===== src/hdl/swm_pkg.sv =====
// Package for the sliding window maximum filter.
// Holds the cell record, the per-cycle control record and fixed field widths.
// No dependencies.
package swm_pkg;

  localparam int SAMPLE_W = 32;
  localparam int WSIZE_W  = 7;
  localparam int AGE_W    = WSIZE_W;

  typedef struct packed {
    logic signed [SAMPLE_W-1:0] value;
    logic [AGE_W-1:0]           age;
    logic                       valid;
  } cell_t;

  typedef struct packed {
    logic                       step;
    logic                       cleanup;
    logic                       restart;
    logic                       shift;
    logic signed [SAMPLE_W-1:0] sample;
    logic [AGE_W-1:0]           k;
  } ctrl_t;

endpackage


===== src/hdl/swm_cell.sv =====
// One cell of the candidate queue: a value, its age in samples and a valid bit.
// Takes data from its newer-side neighbor on a shift. Depends on swm_pkg.
module swm_cell (
  input  logic          clk_i,
  input  logic          rst_ni,
  input  swm_pkg::ctrl_t ctrl_i,
  input  swm_pkg::cell_t next_i,
  input  logic          next_surv_i,
  input  logic          prev_src_surv_i,
  output swm_pkg::cell_t cell_o,
  output logic          surv_o,
  output logic          src_surv_o
);
  import swm_pkg::*;

  logic                       valid_q, valid_d;
  logic signed [SAMPLE_W-1:0] value_q, value_d;
  logic [AGE_W-1:0]           age_q, age_d;
  logic                       own_surv;
  logic                       src_surv;
  cell_t                      src;

  always_comb begin
    own_surv = valid_q & ~ctrl_i.restart & (age_q < ctrl_i.k) & (value_q > ctrl_i.sample);
    src      = ctrl_i.shift ? next_i : cell_o;
    src_surv = ctrl_i.shift ? next_surv_i : own_surv;
    valid_d  = valid_q;
    value_d  = value_q;
    age_d    = age_q;
    if (ctrl_i.cleanup) begin
      valid_d = next_i.valid;
      value_d = next_i.value;
      age_d   = next_i.age;
    end else if (ctrl_i.step) begin
      if (src_surv) begin
        valid_d = 1'b1;
        value_d = src.value;
        age_d   = src.age + AGE_W'(1);
      end else if (prev_src_surv_i) begin
        valid_d = 1'b1;
        value_d = ctrl_i.sample;
        age_d   = AGE_W'(1);
      end else begin
        valid_d = 1'b0;
      end
    end
  end

  always_ff @(posedge clk_i or negedge rst_ni) begin
    if (!rst_ni) begin
      valid_q <= 1'b0;
    end else begin
      valid_q <= valid_d;
    end
  end

  always_ff @(posedge clk_i) begin
    value_q <= value_d;
    age_q   <= age_d;
  end

  assign cell_o.value = value_q;
  assign cell_o.age   = age_q;
  assign cell_o.valid = valid_q;
  assign surv_o       = own_surv;
  assign src_surv_o   = src_surv;

endmodule


===== config.mk =====
export PLATFORM = sky130hd
export DESIGN_NAME = swm_cell
export DESIGN_NICKNAME = d
export VERILOG_FILES = /design/src/hdl/swm_pkg.sv /design/src/hdl/swm_cell.sv
export SDC_FILE = /design/constraint.sdc
export NUM_CORES = 1
export LEC_CHECK = 0
export ABC_AREA = 1
export ABC_CLOCK_PERIOD_IN_PS = 4100
export BUFFER_PORTS_ARGS = -buffer_cell sky130_fd_sc_hd__buf_2
export CAP_MARGIN = 20
export CORE_MARGIN = 2
export CORE_UTILIZATION = 49
export DETAILED_ROUTE_END_ITERATION = 12
export PLACE_DENSITY = 0.81
export SLEW_MARGIN = 20
export SYNTH_ARGS = -nofsm -noshare
export SYNTH_HDL_FRONTEND = slang
export SYNTH_SLANG_ARGS = --single-unit

===== constraint.sdc =====
create_clock -name clk_i -period 4.1 [get_ports clk_i]
set_input_delay 0.615 -clock clk_i [delete_from_list [all_inputs] [get_ports clk_i]]
set_output_delay 0.615 -clock clk_i [all_outputs]
set_load 0.02 [all_outputs]

# Word level (Yosys, flattened, before mapping)
# Index checks and enable logic that the tools add are counted.
# op_classes
n_addsub	1
n_lt_le_gt_ge	2
eq_ne	1
muxes	14
bitwise	4
reduce_logical	4
# ops
operator	count
2-to-1 mux 32 bit	4
2-to-1 mux 40 bit	1
> comparator 32 bit	1
2-to-1 mux 7 bit	4
adder 7 x 1 -> 7 bit, second input constant	1
< comparator 7 bit	1
2-to-1 mux 1 bit	5
AND 1 bit	3
!= test 3 bit, second input constant	1
AND reduction 3 bit	1
nonzero test 3 bit	1
AND reduction 2 bit	1
nonzero test 2 bit	1
NOT 1 bit	1
# word_totals
ff_bits	40
word_cells	29

# Longest topological paths before layout
# logic_depth
ltp_word	8
depth_mapped	18
ltp_nobuf	18

# Least setup slack after synthesis
# OpenSTA, ideal clock, no wires.
# synth_path
path_type	input to register
from	input ctrl_i[38] in the netlist's numbering
to	register value_q[0] (enable)
t_arrival_ns	3.303
required_ns	3.679
path_slack_ns	0.375
stages	15
n_path_buf	0
path_cell_list	inv_1 ha_1 nand2_2 nor2_4 nand2_1 nor2_1 nand2_1 nand2_1 nor2_1 nand2_1 nand2_2 nand4_4 nand3_1 nand2_1 nor2_1
# synth_via
elab_chain_cells	5
elab_cells_between_ends	6
# synth_lines
element	line	text
start, declared	swm_cell.sv:6	input swm_pkg::ctrl_t ctrl_i,
> comparator 32 bit (*)	swm_cell.sv:24	own_surv = valid_q & ~ctrl_i.restart & (age_q < ctrl_i.k) & (value_q > ctrl_i.sample);
AND 1 bit (*)	swm_cell.sv:24	
2-to-1 mux 1 bit (*)	swm_cell.sv:26	src_surv = ctrl_i.shift ? next_surv_i : own_surv;
!= test 3 bit (no line) or nonzero test 3 bit (tied branches)	--	
AND reduction 3 bit (no line) (*)	--	
end signal, assigned	swm_cell.sv:58	value_q <= value_d;
end, declared	swm_cell.sv:17	logic signed [SAMPLE_W-1:0] value_q, value_d;
# Mark *: on every way between the ends. The rest lies on a longest branch, timed or not.
# A chain may end at the register's enable or synchronous reset.

# Worst setup path in the final report
# layout_path
from	input ctrl_i[38] in the netlist's numbering
to	output src_surv_o
# layout_via
elab_chain_cells	3
# layout_lines
element	line	text
> comparator 32 bit	swm_cell.sv:24	
AND 1 bit	swm_cell.sv:24	
2-to-1 mux 1 bit	swm_cell.sv:26	
end, declared	swm_cell.sv:12	output logic src_surv_o
# Every way passes these cells.

==> summary.md <==
| Metric | Value |
|---|---|
| Status | finished, final reports clean |
| Post-route ant nets | 0 |
| Worst Hold Slack | 0.0860 ns |
| Input/output buffers | 128 |
| Initial DRT Pass Iterations | 4 |
| Sw frac | 35.1% |
| Layout cells sized above 1 | 36.2% |
| Post-Syn Nets | 484 |
| H-tree levels | 2 |
| Synth unique cells | 30 |
| FF+latch count, synth | 40 |
| Period Utilization, post-route | 73.8% |
| Commonest non-fill, non-tap cell in the layout | buf_2 |
| GPL Wtd Cong | 0.811 |
| Required time of the critical path | 3.48 ns |
| Placed cell count | 556 |
| Endpoints failing hold | 0 |
| Peak VDD IR | 0.157 mV |
| Fin util | 62.9% |
| Final setup vio count | 0 |
| FFs w/ async S/R, synth | 2.50% |
| Layout Cells excl Fill | 563 |
| Vias | 2794 |
| Die height | 84.7 um |
| TritonCTS clock tree | done |
| Top FF cell, synth | edfxtp_1 |
| CTS Buf Count | 5 |
| Post CTS Setup Buffer Count | 0 |
| Gate power share | 35.1% |
| Die span in x | 84.7 um |
| Startpoint Class | input port |
| Share of the synthesized area in the top cell type | 36.7% |
| R2r setup slk | 1.13 ns |
| Max Clock Freq | 330 MHz |
| Dominant cells by area after synthesis | edfxtp_1 (37%), ha_1 (15%), o22ai_2 (12%) |
| Cell Int Power | 0.793 mW |
| Initial core utilization | 50.5% |
| Tot GR Track Use | 21.0% |
| Sequential group share of total power | 44.0% |
| Hold Crit Class | input port to asynchronous set/reset pin |
| Max-Cap Viols | 0 |
| Slew headroom | 50.8% |
| Total Nets Final | 612 |
| Worst Skew | 0.00546 ns |
| WS Path Type | input port to primary output |
| Crit path time final | 3.03 ns |
| Worst R2R Path Depth | 13 |
| Crit Reg-Reg Startpoint | value_q[31] |
| CTS Root Cell | clkbuf_8 |
| Total wire length | 7520 um |
| Gr ovfl total | 0 |
| EDFF count, synth | 39 |
| Vias per cell | 4.96 |
| Pwr/cell area | 308 nW/um^2 |
| Max Root-Sink Buffers | 2 |
| Largest net degree at the start of global routing | 32 |
| Core area | 6310 um^2 |
| Uppermost layer routed | met4 |
| Initial DRC count | 119 |
| Initial antenna violation count | 0 |
| Tot Pwr | 1.22 mW |
| Clock power frac | 20.9% |
| Post-CTS sizing | 0 |
| DRC | 0 |
| Max Slew Vio Count | 0 |
| DR WL/cell | 13.4 um |
| Slew @ Worst Pin | 0.736 ns |
| Switch Pwr | 0.429 mW |
| # IOs | 129 |
| Pleak | 2.19 nW |
| Met2 wire len | 3640 um |
| DIE AREA | 7170 um^2 |
| CP max FO | 8 |
| Vias in the first global route | 2694 |
| Setup TNS | 0 ns |
| Clock transition at path regs | 0.08 ns |
| Synth Instances | 358 |
| Area leader, netlist | edfxtp_1 |
| Clock Sinks | 40 |
| Worst skew pair latency | 0.29 ns |
| Mapped Area | 3190 um^2 |
| Post-DP HPWL | 5860 um |
| First-pass GRT wire length | 12200 um |
| Area grow syn2layout | 24.5% |
| Worst flop-to-flop path endpoint | value_q[10] |
| WL met3 | 434 um |
| Antenna Cells | 0 |
| DRT met1 WL | 3420 um |
| Hold buffer count at cts | 0 |
| Worst Path Arrival | 2.41 ns |
| Seq/Total Area, Yosys | 37.5% |
| # rows | 29 |
| RSZ-0062 raised after global routing | false |
| Mean Syn Cell Area | 8.91 um^2 |
| Most frequent cells in the layout | buf_2 (128), inv_1 (99), nand2_1 (51) |
| CP endpoint kind | primary output |
| YS warnings | 0 |
-- cell type report --
| cell class | instances | area (um^2) |
|---|---|---|
| timing repair buffer | 130 | 656 |
| sequential | 40 | 1200 |
| multi-input combinational | 210 | 1580 |
| inverter | 99 | 372 |
| tap | 77 | 96.3 |
| fill | 556 | 2340 |
| clock buffer | 6 | 72.6 |
| clock inverter | 1 | 5.00 |
-- layer usage --
| metal | global-route usage, % | up-vias |
|---|---|---|
| li1 | - | 1435 |
| met1 | 27.7 | 1254 |
| met2 | 36.7 | 101 |
| met3 | 3.74 | 4 |
| met4 | 3.46 | 0 |
| met5 | 0 | - |
-- power by group through the flow --
stage	clock [mW]	combinational (mW)	sequential, mW
6_report	0.256	0.428	0.538
3_5_place_dp	0	0.428	0.547
3_3_place_gp	0	0.417	0.545
4_1_cts	0.255	0.430	0.538
2_1_floorplan	0	0.235	0.599
5_1_grt	0.276	0.480	0.544
-- cells by family (layout without fill, tap and decap cells) --
family          after synthesis  count (layout)  share of synthesized area [%]
buf+inv                     108             236                           13.6
simple gates                 98              98                           14.2
compound gates               68              68                           18.0
flops                        40              40                           37.5
fa+ha+maj                    39              39                           15.3
xor+xnor                      5               5                           1.37
-- worst max-delay path, cell delays in order --
cell     delay, ns
buf_2         0.08
inv_1         0.04
ha_1          0.35
nand2_2       0.12
nor2_4        0.05
nand2_1       0.09
nor3_1        0.05
nand2_1       0.07
nand2_1       0.05
a21oi_1       0.29
nand4_4       0.19
nand2_2       0.19
buf_2         0.20
-- cells in the mapped netlist (2+ instances only) --
master and n:
a21oi_1 16, buf_6 3, clkbuf_1 4, edfxtp_1 39
ha_1 39, inv_1 99, nand2_1 51, nand2_2 3
nand3_1 15, nand4_1 3, nor2_1 15, nor3_1 4
o21ai_0 18, o22ai_2 30, xnor2_1 3, xor2_1 2
-- registers in the layout, indices dropped and copies added (netlist names) --
name     count
value_q     32
age_q        7
valid_q      1
-- stage by stage --
| step | setup WS [ns] | instance area [um^2] |
|---|---|---|
| after detailed placement | 0.820 | 3900 |
| final | 1.07 | 3970 |
| after CTS | 1.12 | 3970 |
| after global placement | 0.909 | 3900 |
| after floorplan | 0.375 | 3190 |
| after global routing | 0.932 | 3970 |
-- how the worst max path moves through the flow --
stage | slack (ns) | cells after the start | start | end
3_3_place_gp | 0.91 | 17 | ctrl_i[38] | value_q[0]
2_1_floorplan | 0.38 | 15 | ctrl_i[38] | value_q[0]
3_5_place_dp | 0.82 | 17 | ctrl_i[38] | value_q[4]
4_1_cts | 1.12 | 15 | ctrl_i[38] | value_q[9]
5_1_grt | 0.93 | 15 | ctrl_i[38] | value_q[25]
6_report | 1.07 | 13 | ctrl_i[38] | src_surv_o
Power figures use the tool's default switching activity.
